==> src/sv/assert_macros.svh <==
// Assertion macros used by the controller of the ICMP error message builder
`ifndef ASSERT_MACROS_SVH
`define ASSERT_MACROS_SVH

// Check a property on every rising edge of clk, disabled while rst_n is low
`define ASSERT_CLK(name, prop, msg) \
    name: assert property (@(posedge clk) disable iff (!rst_n) prop) \
        else $error(msg);

// Check that a condition never holds on a rising edge of clk outside reset
`define ASSERT_NEVER(name, expr, msg) \
    name: assert property (@(posedge clk) disable iff (!rst_n) !(expr)) \
        else $error(msg);

`endif

==> src/sv/iemb_pkg.sv <==
// Shared types, sizes and codes of the ICMP error message builder
package iemb_pkg;

    // Quoted part of the offending datagram
    localparam int HEADER_BYTES  = 20;
    localparam int TRAILER_BYTES = 8;
    localparam int STORE_BYTES   = HEADER_BYTES + TRAILER_BYTES;
    // Type, code, checksum, pointer and three pad bytes
    localparam int PREFIX_BYTES  = 8;
    localparam int MSG_BYTES     = PREFIX_BYTES + STORE_BYTES;

    localparam int STORE_IDX_W = $clog2(STORE_BYTES);
    localparam int TAKEN_W     = $clog2(STORE_BYTES + 1);
    localparam int MSG_IDX_W   = $clog2(MSG_BYTES);

    localparam int S_TDATA_W = 32;
    localparam int M_TDATA_W = 8;

    // Item kinds carried on tuser
    localparam logic CMD_HEADER = 1'b0;
    localparam logic CMD_DATA   = 1'b1;

    // Byte positions within the emitted message
    localparam logic [MSG_IDX_W-1:0] POS_TYPE  = MSG_IDX_W'(0);
    localparam logic [MSG_IDX_W-1:0] POS_CODE  = MSG_IDX_W'(1);
    localparam logic [MSG_IDX_W-1:0] POS_CK_HI = MSG_IDX_W'(2);
    localparam logic [MSG_IDX_W-1:0] POS_CK_LO = MSG_IDX_W'(3);
    localparam logic [MSG_IDX_W-1:0] POS_PTR   = MSG_IDX_W'(4);
    localparam logic [MSG_IDX_W-1:0] POS_PAD0  = MSG_IDX_W'(5);
    localparam logic [MSG_IDX_W-1:0] POS_PAD1  = MSG_IDX_W'(6);
    localparam logic [MSG_IDX_W-1:0] POS_PAD2  = MSG_IDX_W'(7);
    localparam logic [MSG_IDX_W-1:0] POS_LAST  = MSG_IDX_W'(MSG_BYTES - 1);

    // Commands from the controller to the datapath
    typedef struct packed {
        logic                 take;   // input transfer completes this cycle
        logic                 load;   // load the output register
        logic [MSG_IDX_W-1:0] idx;    // message byte to load
    } iemb_cmd_t;

endpackage

==> src/sv/iemb_ctrl.sv <==
// Controller of the ICMP error message builder: accepts items and sequences emission
`include "assert_macros.svh"

module iemb_ctrl
    import iemb_pkg::*;
(
    input  logic      clk,
    input  logic      rst_n,
    input  logic      s_tvalid,
    input  logic      s_tlast,
    output logic      s_tready,
    output logic      m_tvalid,
    input  logic      m_tready,
    output iemb_cmd_t cmd
);

    typedef enum logic [1:0] {
        S_IDLE = 2'b01,
        S_EMIT = 2'b10
    } state_t;

    state_t                state_reg, state_next;
    logic [MSG_IDX_W-1:0]  cnt_reg, cnt_next;
    logic                  ovalid_reg, ovalid_next;
    logic                  accept;
    logic                  load;

    // Handshake decode
    assign s_tready = (state_reg == S_IDLE);
    assign accept   = s_tvalid && s_tready;
    assign load     = (state_reg == S_EMIT) && (!ovalid_reg || m_tready);
    assign m_tvalid = ovalid_reg;

    assign cmd.take = accept;
    assign cmd.load = load;
    assign cmd.idx  = cnt_reg;

    // Next state and byte counter
    always_comb
    begin
        state_next = state_reg;
        cnt_next   = cnt_reg;
        unique case (state_reg)
            S_IDLE:
            begin
                if (accept && s_tlast)
                begin
                    state_next = S_EMIT;
                    cnt_next   = '0;
                end
            end
            S_EMIT:
            begin
                if (load)
                begin
                    cnt_next = cnt_reg + MSG_IDX_W'(1);
                    if (cnt_reg == POS_LAST)
                    begin
                        state_next = S_IDLE;
                    end
                end
            end
            default:
            begin
                state_next = S_IDLE;
            end
        endcase
    end

    // Output valid: set on load, drop once the held byte is taken
    always_comb
    begin
        if (load)
        begin
            ovalid_next = 1'b1;
        end
        else if (m_tready)
        begin
            ovalid_next = 1'b0;
        end
        else
        begin
            ovalid_next = ovalid_reg;
        end
    end

    always_ff @(posedge clk or negedge rst_n)
    begin
        if (!rst_n)
        begin
            state_reg  <= S_IDLE;
            cnt_reg    <= '0;
            ovalid_reg <= 1'b0;
        end
        else
        begin
            state_reg  <= state_next;
            cnt_reg    <= cnt_next;
            ovalid_reg <= ovalid_next;
        end
    end

    // An end mark starts emission from the first message byte
    `ASSERT_CLK(a_end_starts_emit, (accept && s_tlast) |=> (state_reg == S_EMIT && cnt_reg == '0), "end mark did not start emission")
    // Loading the final byte returns the controller to idle
    `ASSERT_CLK(a_last_ends_emit, (load && cnt_reg == POS_LAST) |=> (state_reg == S_IDLE), "emission did not end after final byte")
    // The counter stays within the message while emitting
    `ASSERT_NEVER(a_cnt_range, (state_reg == S_EMIT) && (cnt_reg > POS_LAST), "byte counter beyond message")

endmodule

==> src/sv/iemb_dpath.sv <==
// Datapath of the ICMP error message builder: held header, quote store, checksum, output register
module iemb_dpath
    import iemb_pkg::*;
(
    input  logic                 clk,
    input  logic                 rst_n,
    input  iemb_cmd_t            cmd,
    input  logic [S_TDATA_W-1:0] s_tdata,
    input  logic                 s_tuser,
    output logic [M_TDATA_W-1:0] out_byte,
    output logic                 out_last
);

    logic [7:0]             type_reg;
    logic [7:0]             code_reg;
    logic [7:0]             ptr_reg;
    logic [15:0]            sum_reg, sum_next;
    logic [TAKEN_W-1:0]     taken_reg;
    logic [7:0]             store_reg [STORE_BYTES];
    logic [M_TDATA_W-1:0]   obyte_reg;
    logic                   olast_reg;

    logic [7:0]             in_type;
    logic [7:0]             in_code;
    logic [7:0]             in_ptr;
    logic [7:0]             in_byte;
    logic                   room;
    logic [15:0]            word;
    logic [15:0]            cksum;
    logic [MSG_IDX_W-1:0]   spos;
    logic                   from_store;
    logic [7:0]             sel_byte;

    // Ones-complement add with end-around carry
    function automatic logic [15:0] ones_add(input logic [15:0] a, input logic [15:0] b);
        logic [16:0] s;
        s = {1'b0, a} + {1'b0, b};
        return s[15:0] + {15'b0, s[16]};
    endfunction

    // Unpack the input transfer
    assign in_type = s_tdata[7:0];
    assign in_code = s_tdata[15:8];
    assign in_ptr  = s_tdata[23:16];
    assign in_byte = s_tdata[31:24];

    assign room = (taken_reg < TAKEN_W'(STORE_BYTES));
    // Even store positions are high bytes of a message word
    assign word = taken_reg[0] ? {8'h00, in_byte} : {in_byte, 8'h00};

    // Running checksum sum
    always_comb
    begin
        if (s_tuser == CMD_HEADER)
        begin
            sum_next = ones_add({in_type, in_code}, {in_ptr, 8'h00});
        end
        else
        begin
            sum_next = ones_add(sum_reg, word);
        end
    end

    // Hold header fields, fill count and sum
    always_ff @(posedge clk or negedge rst_n)
    begin
        if (!rst_n)
        begin
            type_reg  <= '0;
            code_reg  <= '0;
            ptr_reg   <= '0;
            sum_reg   <= '0;
            taken_reg <= '0;
        end
        else if (cmd.take)
        begin
            if (s_tuser == CMD_HEADER)
            begin
                type_reg  <= in_type;
                code_reg  <= in_code;
                ptr_reg   <= in_ptr;
                sum_reg   <= sum_next;
                taken_reg <= '0;
            end
            else if (room)
            begin
                sum_reg   <= sum_next;
                taken_reg <= taken_reg + TAKEN_W'(1);
            end
        end
    end

    // Write quoted bytes in arrival order; unfilled entries read as zero
    always_ff @(posedge clk)
    begin
        if (cmd.take && s_tuser == CMD_DATA && room)
        begin
            store_reg[taken_reg[STORE_IDX_W-1:0]] <= in_byte;
        end
    end

    assign cksum      = ~sum_reg;
    assign spos       = cmd.idx - MSG_IDX_W'(PREFIX_BYTES);
    assign from_store = (cmd.idx > POS_PAD2) && (spos < MSG_IDX_W'(taken_reg));

    // Select the prefix byte at the current position
    always_comb
    begin
        case (cmd.idx) inside
            POS_TYPE:  sel_byte = type_reg;
            POS_CODE:  sel_byte = code_reg;
            POS_CK_HI: sel_byte = cksum[15:8];
            POS_CK_LO: sel_byte = cksum[7:0];
            POS_PTR:   sel_byte = ptr_reg;
            POS_PAD0, POS_PAD1, POS_PAD2:
                       sel_byte = 8'h00;
            default:   sel_byte = 8'h00;
        endcase
    end

    // Output register, loaded from the store or from the prefix select
    always_ff @(posedge clk)
    begin
        if (cmd.load)
        begin
            if (from_store)
            begin
                obyte_reg <= store_reg[spos[STORE_IDX_W-1:0]];
            end
            else
            begin
                obyte_reg <= sel_byte;
            end
            olast_reg <= (cmd.idx == POS_LAST);
        end
    end

    assign out_byte = obyte_reg;
    assign out_last = olast_reg;

endmodule

==> src/sv/icmp_error_message_builder_top.sv <==
// An end mark starts emission, which loads message bytes into the output register.
// Items without end mark are accepted back to back while idle. Emission sends the
// 36-byte message, one byte per cycle from the output register while m_tready is high.
// s_tready stays low during emission, which is paced by the single byte counter.
// Reset (rst_n, asynchronous, active low) clears held fields, checksum and fill count.
module icmp_error_message_builder_top
    import iemb_pkg::*;
(
    input  logic                 clk,
    input  logic                 rst_n,
    input  logic                 s_tvalid,
    output logic                 s_tready,
    input  logic [S_TDATA_W-1:0] s_tdata,   // msg_type, msg_code, error_pointer, data_byte
    input  logic                 s_tuser,   // cmd
    input  logic                 s_tlast,   // data_last
    output logic                 m_tvalid,
    input  logic                 m_tready,
    output logic [M_TDATA_W-1:0] m_tdata,   // out_byte
    output logic                 m_tlast    // out_last
);

    iemb_cmd_t cmd;

    // Sequence accepts and emission
    iemb_ctrl u_ctrl (
        .clk      (clk),
        .rst_n    (rst_n),
        .s_tvalid (s_tvalid),
        .s_tlast  (s_tlast),
        .s_tready (s_tready),
        .m_tvalid (m_tvalid),
        .m_tready (m_tready),
        .cmd      (cmd)
    );

    // Hold state and build message bytes
    iemb_dpath u_dpath (
        .clk      (clk),
        .rst_n    (rst_n),
        .cmd      (cmd),
        .s_tdata  (s_tdata),
        .s_tuser  (s_tuser),
        .out_byte (m_tdata),
        .out_last (m_tlast)
    );

endmodule
==> config.mk <==
export PLATFORM = sky130hd
export DESIGN_NAME = icmp_error_message_builder_top
export DESIGN_NICKNAME = d
export VERILOG_FILES = /design/src/sv/iemb_pkg.sv /design/src/sv/iemb_ctrl.sv /design/src/sv/iemb_dpath.sv /design/src/sv/icmp_error_message_builder_top.sv
export VERILOG_INCLUDE_DIRS = /design/src /design/src/sv
export SDC_FILE = /design/constraint.sdc
export NUM_CORES = 1
export LEC_CHECK = 0
export BUFFER_PORTS_ARGS = -buffer_cell sky130_fd_sc_hd__clkbuf_2
export CAP_MARGIN = 5
export CORE_ASPECT_RATIO = 1.5
export CORE_UTILIZATION = 32
export CTS_BUF_LIST = sky130_fd_sc_hd__clkbuf_4
export DETAILED_ROUTE_END_ITERATION = 8
export GPL_TIMING_DRIVEN = 0
export SKIP_LAST_GASP = 1
export SLEW_MARGIN = 10
export SYNTH_ARGS = -nofsm -noshare
export SYNTH_HDL_FRONTEND = slang
export SYNTH_SLANG_ARGS = --single-unit
==> constraint.sdc <==
create_clock -name clk -period 8.73 [get_ports clk]
set_input_delay 1.3095 -clock clk [delete_from_list [all_inputs] [get_ports clk]]
set_output_delay 1.3095 -clock clk [all_outputs]
set_load 0.05 [all_outputs]
==> results of run 1 <==
-- worst register-to-register path, stage by stage, from the launching register on --
cell      delay (ns)
dfrtp_1         0.42
clkbuf_1        0.40
clkbuf_1        0.34
and2_1          0.19
ha_1            0.20
fa_1            0.28
a211oi_2        0.15
o21ai_0         0.55
nor4_1          0.15
or2_2           0.34
o21bai_1        0.14
a21oi_1         0.09
o21ai_0         0.31
a21o_1          0.20
ha_1            0.22
nand3b_1        0.10
or4b_1          0.49
a211oi_2        0.35
nand3_2         0.20
a21o_1          0.23
nor3_2          0.25
mux2i_1         0.13
a221o_1         0.27
-- logic make-up after synthesis --
family                   after synthesis  synth area share (%)
AND/OR/NAND/NOR                      260                  9.34
multiplexers                         103                  13.5
AO/OA/AOI/OAI                        163                  7.95
XOR/XNOR                              38                  2.58
adder cells (fa/ha/maj)               44                  4.11
buffers and inverters                 66                  1.82
flip-flops                           287                  60.7
-- area by class of cell --
cell class	instances	area [um2]	area share (%)
Antenna cell	1	2.50	0.0160
Buffer	46	175	1.12
Clock buffer	98	736	4.71
Clock inverter	18	135	0.866
Inverter	20	75.1	0.481
Multi-Input combinational cell	608	5160	33.1
Sequential cell	287	8350	53.5
Tap cell	564	706	4.52
Timing Repair Buffer	48	265	1.70
-- worst min-delay path by stage --
stage | startpoint | to | slack (ns) | depth (start not counted)
floorplan | u_dpath.sum_reg[0] | u_dpath.sum_reg[0] | 0.48 | 2
global placement | u_dpath.code_reg[7] | u_dpath.code_reg[7] | 0.49 | 1
detailed placement | u_dpath.code_reg[7] | u_dpath.code_reg[7] | 0.50 | 1
CTS | rst_n | u_ctrl.cnt_reg[4] | 0.51 | 2
global route | u_dpath.code_reg[0] | u_dpath.code_reg[0] | 0.53 | 1
finish | u_dpath.code_reg[7] | u_dpath.code_reg[7] | 0.51 | 1
-- power by group --
group | internal (uW) | switching (uW)
sequential | 1580 | 97.6
combinational | 493 | 687
clock | 576 | 535
total | 2650 | 1320
-- metrics by stage --
step                instance area [um2]  cells
detailed placement                14700   1573
global placement                  14700   1572
CTS                               15600   1689
global route                      15600   1690
finish                            15600   1690
floorplan                         13800    961
-- routing by layer --
metal / global-route usage (%) / vias to the layer above
li1: - / 4023
met1: 16.2 / 4308
met2: 31.4 / 256
met3: 3.05 / 83
met4: 8.93 / 0
met5: 0 / -
-- cells in the final DEF, fill, tap and decap left out, types with 3 or more instances in the layout --
cell type / instances
edfxtp_1: 233
nor4_1: 6
and2_1: 14
a21oi_1: 43
xor2_1: 18
buf_1: 9
a211oi_1: 33
nor3_1: 10
nand4_1: 10
a221o_1: 3
and3_1: 6
xnor2_1: 18
a21o_1: 10
clkbuf_1: 35
nand3_1: 25
mux2_2: 26
nor2_1: 85
clkinv_1: 12
inv_1: 19
o21ai_0: 32
nand2_1: 52
nor2b_1: 12
a311oi_1: 4
or2_2: 7
dfrtp_1: 53
mux4_2: 64
mux2i_1: 13
ha_1: 42
or3_1: 6
o211ai_1: 4
clkbuf_2: 46
o21bai_1: 4
o221ai_1: 8
clkbuf_4: 99
nand2b_1: 7
nand3b_1: 4
==> impl_metrics.json, run 1 <==
{
  "pin_count": 49,
  "ir_drop_mv": 0.0715,
  "hp-class": "flip-flop to flip-flop",
  "leakage_uw": 0.00540,
  "synth_commonest_cells": "edfxtp_1 (233), nor2_1 (85), mux4_2 (64)",
  "die-area_um2": 43900,
  "cts_buffers": 68,
  "rr_endpoint": "u_dpath.sum_reg[7]",
  "setup-violations-final": 0,
  "cts-root-buf": "clkbuf_4",
  "cp_slowest_cell": "o21ai_0",
  "required_ns": 9.32,
  "reg2reg_depth": 22,
  "max_freq_ghz": 0.164,
  "grtUsageTotal_pct": 16.4,
  "dr.max_layer_used": "met4",
  "pre_cts_ws_ns": 1.89,
  "num_vias": 8670,
  "fp.dieH_um": 256,
  "syn_inst": 961,
  "skew_ns": 0.0452,
  "postSynth.asyncResetShare_pct": 18.8,
  "nets": 1161,
  "finalPower_uw": 3970,
  "insertion_delay_ns": 0.73,
  "rows": 92,
  "via_per_inst": 5.13,
  "drt-met1-wl_um": 12200,
  "wl_per_cell_um": 20.5,
  "clkTransAtPathRegs_ns": 0.07,
  "wl_um": 34600,
  "cp_max_fo": 30,
  "path_class": "input port to flip-flop",
  "cp-end-kind": "flip-flop",
  "grt_pass1_vias": 9314,
  "ys_seq_elements": 287,
  "worst_slack_ns": 2.62,
  "startpoint_type": "input port",
  "io_buffer_count": 47,
  "whs_ns": 0.512,
  "worst_pin_slew_ns": 0.962,
  "final_util_pct": 36.9,
  "dp.final_hpwl_um": 25600,
  "drt_iter0_drc": 590,
  "yosys-top-cells-area": "edfxtp_1 (51%), mux4_2 (10%), dfrtp_1 (9.6%)",
  "rsz0062_at_grt": "false",
  "slew_viol_final": 0,
  "synth_top_cell_by_area": "edfxtp_1",
  "crit_end": "u_dpath.sum_reg[7]",
  "cts_tree": "done",
  "path_depth": 21,
  "ctsHtreeMaxLevel": 3,
  "ys_types": 68,
  "crit_family": "compound AO/OA/AOI/OAI gates",
  "cts_sinks": 287,
  "wl_met2_um": 19400,
  "layout-drive-gt1-share_pct": 23.4,
  "antenna_found_initial": 1,
  "core_um2": 42200,
  "grt_max_degree": 55,
  "syn_area_um2": 13800,
  "initial_utilization_pct": 32.6,
  "clock_path_buffers": 3,
  "cts_resized": 0,
  "yosysTopAreaCellShare_pct": 50.8,
  "grt_pass1_wl_um": 53200,
  "crit_path_start": "s_tdata[24]",
  "status": "complete, no violations",
  "area_delta_synth_final_pct": 13.4,
  "ant_nets": 0,
  "first_pass_iters": 6,
  "drcViolationCount": 0,
  "hold_viol": 0,
  "p_per_area_nw_per_um2": 254,
  "synth-seq-area-share_pct": 60.7,
  "post-route-period-util_pct": 70.0,
  "syn_nets": 1043,
  "crit_buf_inv": 1,
  "hold_buffers": 0,
  "synth_ff_type": "edfxtp_1",
  "r2r-start": "u_dpath.taken_reg[0]",
  "slowest_delay_ns": 0.55,
  "largest_reg_flops": 224,
  "crit_arrival_ns": 6.70,
  "yosys_warnings": 0,
  "syn_area_per_cell_um2": 14.3,
  "critical_path.cell_chain": "clkbuf_2 > and2_1 > ha_1 > fa_1 > a211oi_2 > o21ai_0 > nor4_1 > or2_2 > o21bai_1 > a21oi_1 > o21ai_0 > a21o_1 > ha_1 > nand3b_1 > or4b_1 > a211oi_2 > nand3_2 > a21o_1 > nor3_2 > mux2i_1 > a221o_1",
  "synth_most_common_cell": "edfxtp_1",
  "slew-limit-headroom_pct": 35.9,
  "setup-tns-final_ns": 0,
  "maxCapViolCount": 0,
  "cts_setup_buffers": 0,
  "nFillCells": 4075,
  "r2r_setup_slack_ns": 2.66,
  "place.gp.congestion": 0.902,
  "dieWidth_um": 171,
  "grt_overflow": 0,
  "dr_wl_met3_um": 1370,
  "fin_crit_ns": 6.11,
  "synth_edf_count": 233
}
No activity file was read; power rests on OpenSTA's default activity.
==> run 2: changes to the inputs <==
==> constraint.sdc (replaced) <==
create_clock -name clk -period 5.4 [get_ports clk]
set_input_delay 0.81 -clock clk [delete_from_list [all_inputs] [get_ports clk]]
set_output_delay 0.81 -clock clk [all_outputs]
set_load 0.05 [all_outputs]
==> run 2 against run 1 <==
  * Largest power group unchanged
  * Critical path type is now flip-flop to flip-flop
  * Critical endpoint unchanged
  * Largest cell class unchanged
  * Worst setup slack lost 2.3 ns
  * Critical path depth shrank 1
  * Total power increased by 62%
  * First-iteration DRC count increased by 9.0%
==> impl_metrics.json, run 2 (synthesized netlist as in run 1, its figures left out) <==
{
  "worst_slack_ns": 0.277,
  "hold_viol": 0,
  "cts-root-buf": "clkbuf_4",
  "final_cell_mix": "edfxtp_1 (233), clkbuf_4 (100), nor2_1 (85), mux4_2 (64), dfrtp_1 (53)",
  "drcViolationCount": 0,
  "fin_crit_ns": 5.12,
  "rsz0062_at_grt": "false",
  "max_freq_ghz": 0.195,
  "layout_commonest_cell": "edfxtp_1",
  "ctsHtreeMaxLevel": 3,
  "pre_cts_ws_ns": -0.943,
  "wl_um": 34700,
  "finalPower_uw": 6450,
  "crit_arrival_ns": 5.72,
  "nets": 1160,
  "grt_pass1_vias": 9299,
  "leakage_uw": 0.00542,
  "dieWidth_um": 171,
  "dp.final_hpwl_um": 25600,
  "cts_sinks": 287,
  "cts_tree": "done",
  "wl_per_cell_um": 20.6,
  "first_pass_iters": 5,
  "antenna_found_initial": 1,
  "slew-limit-headroom_pct": 33.4,
  "grt_util_met1_pct": 16.2,
  "slew_viol_final": 0,
  "via_per_inst": 5.11,
  "met2_usage_pct": 31.4,
  "worst_pin_slew_ns": 1.00,
  "grt_pass1_wl_um": 53200,
  "hp-class": "input port to asynchronous set/reset pin",
  "p_per_area_nw_per_um2": 411,
  "status": "complete, no violations",
  "postPlaceCellArea_um2": 14700,
  "num_vias": 8632,
  "drt_iter0_drc": 643,
  "io_buffer_count": 47,
  "reg2reg_depth": 20,
  "place.gp.congestion": 0.902,
  "nFillCells": 4073,
  "die-area_um2": 43900,
  "grtUsageTotal_pct": 16.4,
  "clkTransAtPathRegs_ns": 0.08,
  "use_met3_pct": 3.03,
  "path_class": "flip-flop to flip-flop",
  "rows": 92,
  "startpoint_type": "flip-flop",
  "grt_max_degree": 55,
  "ir_drop_mv": 0.123,
  "fp.dieH_um": 256,
  "insertion_delay_ns": 0.73,
  "maxCapViolCount": 0,
  "ant_nets": 0,
  "clock_path_buffers": 3,
  "cp-end-kind": "flip-flop",
  "setup-violations-final": 0,
  "largest_reg_flops": 224,
  "layout-drive-gt1-share_pct": 23.9,
  "cp_max_fo": 19,
  "required_ns": 5.99,
  "core_um2": 42200,
  "post-route-period-util_pct": 94.9,
  "top_usage_layer": "met2",
  "skew_ns": 0.0418,
  "initial_utilization_pct": 32.6,
  "cts_buffers": 68,
  "pin_count": 49,
  "area_delta_synth_final_pct": 13.8,
  "grt_overflow": 0,
  "finish.instance_area_um2": 15700
}
==> run 2: worst paths after layout <==
| kind | startpoint | slack [ns] | to |
|---|---|---|---|
| min in group clk | s_tdata[21] | 0.36 | u_dpath.ptr_reg[5] |
| setup reg to reg | u_dpath.taken_reg[0] | 0.28 | u_dpath.sum_reg[7] |
| setup / recovery | u_dpath.taken_reg[0] | 0.28 | u_dpath.sum_reg[7] |
| hold / removal | rst_n | 0.1 | u_dpath.ptr_reg[4] |
| max in group asynchronous | rst_n | 4.96 | u_ctrl.state_reg[0] |
| hold reg to reg | u_dpath.code_reg[7] | 0.51 | u_dpath.code_reg[7] |
==> run 2: report_power, final <==
part	switching [uW]	total [uW]	internal, uW
logic	1130	1940	810
registers	157	2710	2550
clock network	867	1800	932
==> run 2: worst max-delay path: stages (launching register included) <==
cell and delay [ns]:
dfrtp_1 0.43, clkbuf_4 0.24, and2_1 0.17, ha_1 0.41, o211ai_1 0.20, o21ai_2 0.29, nor4_1 0.11, or2_2 0.32
o21bai_1 0.14, a21oi_1 0.09, o21ai_1 0.23, a21o_1 0.18, ha_1 0.22, nand3b_1 0.10, or4b_1 0.52, a211oi_4 0.38
nand3_4 0.17, a21o_1 0.24, nor3_4 0.19, mux2i_1 0.11, a221o_1 0.26
==> run 2: cell type report <==
type	count	area (um2)	share of cell area, %
multi-input combinational	608	5220	33.3
tap	564	706	4.50
timing repair buffer	50	280	1.79
antenna	1	2.50	0.0160
inverter	20	75.1	0.479
clock inverter	18	135	0.863
sequential	287	8350	53.3
clock buffer	98	736	4.70
buffer	43	168	1.07
==> run 2: metal layers <==
layer  up-vias  wire length (um)
li1       4014                 -
met1      4284             12300
met2       251             19400
met3        83              1350
met4         0              1670
met5         -                 0
==> run 2: metrics by stage <==
stage	hold WS [ns]	TNS, ns	util, %	cells
floorplan	0.478	0	-	961
global placement	0.490	-4.91	34.8	1572
detailed placement	0.497	-5.54	34.9	1573
CTS	0.00733	0	36.9	1688
global route	0.0545	0	37.1	1689
finish	0.0956	0	37.1	1689
==> run 2: repair_timing <==
action,4_1_cts,5_1_grt
endpoints found under the setup margin,9,5
pin swaps,0,2
gates resized for setup,3,11
buffers inserted,0,2
hold buffers,0,0
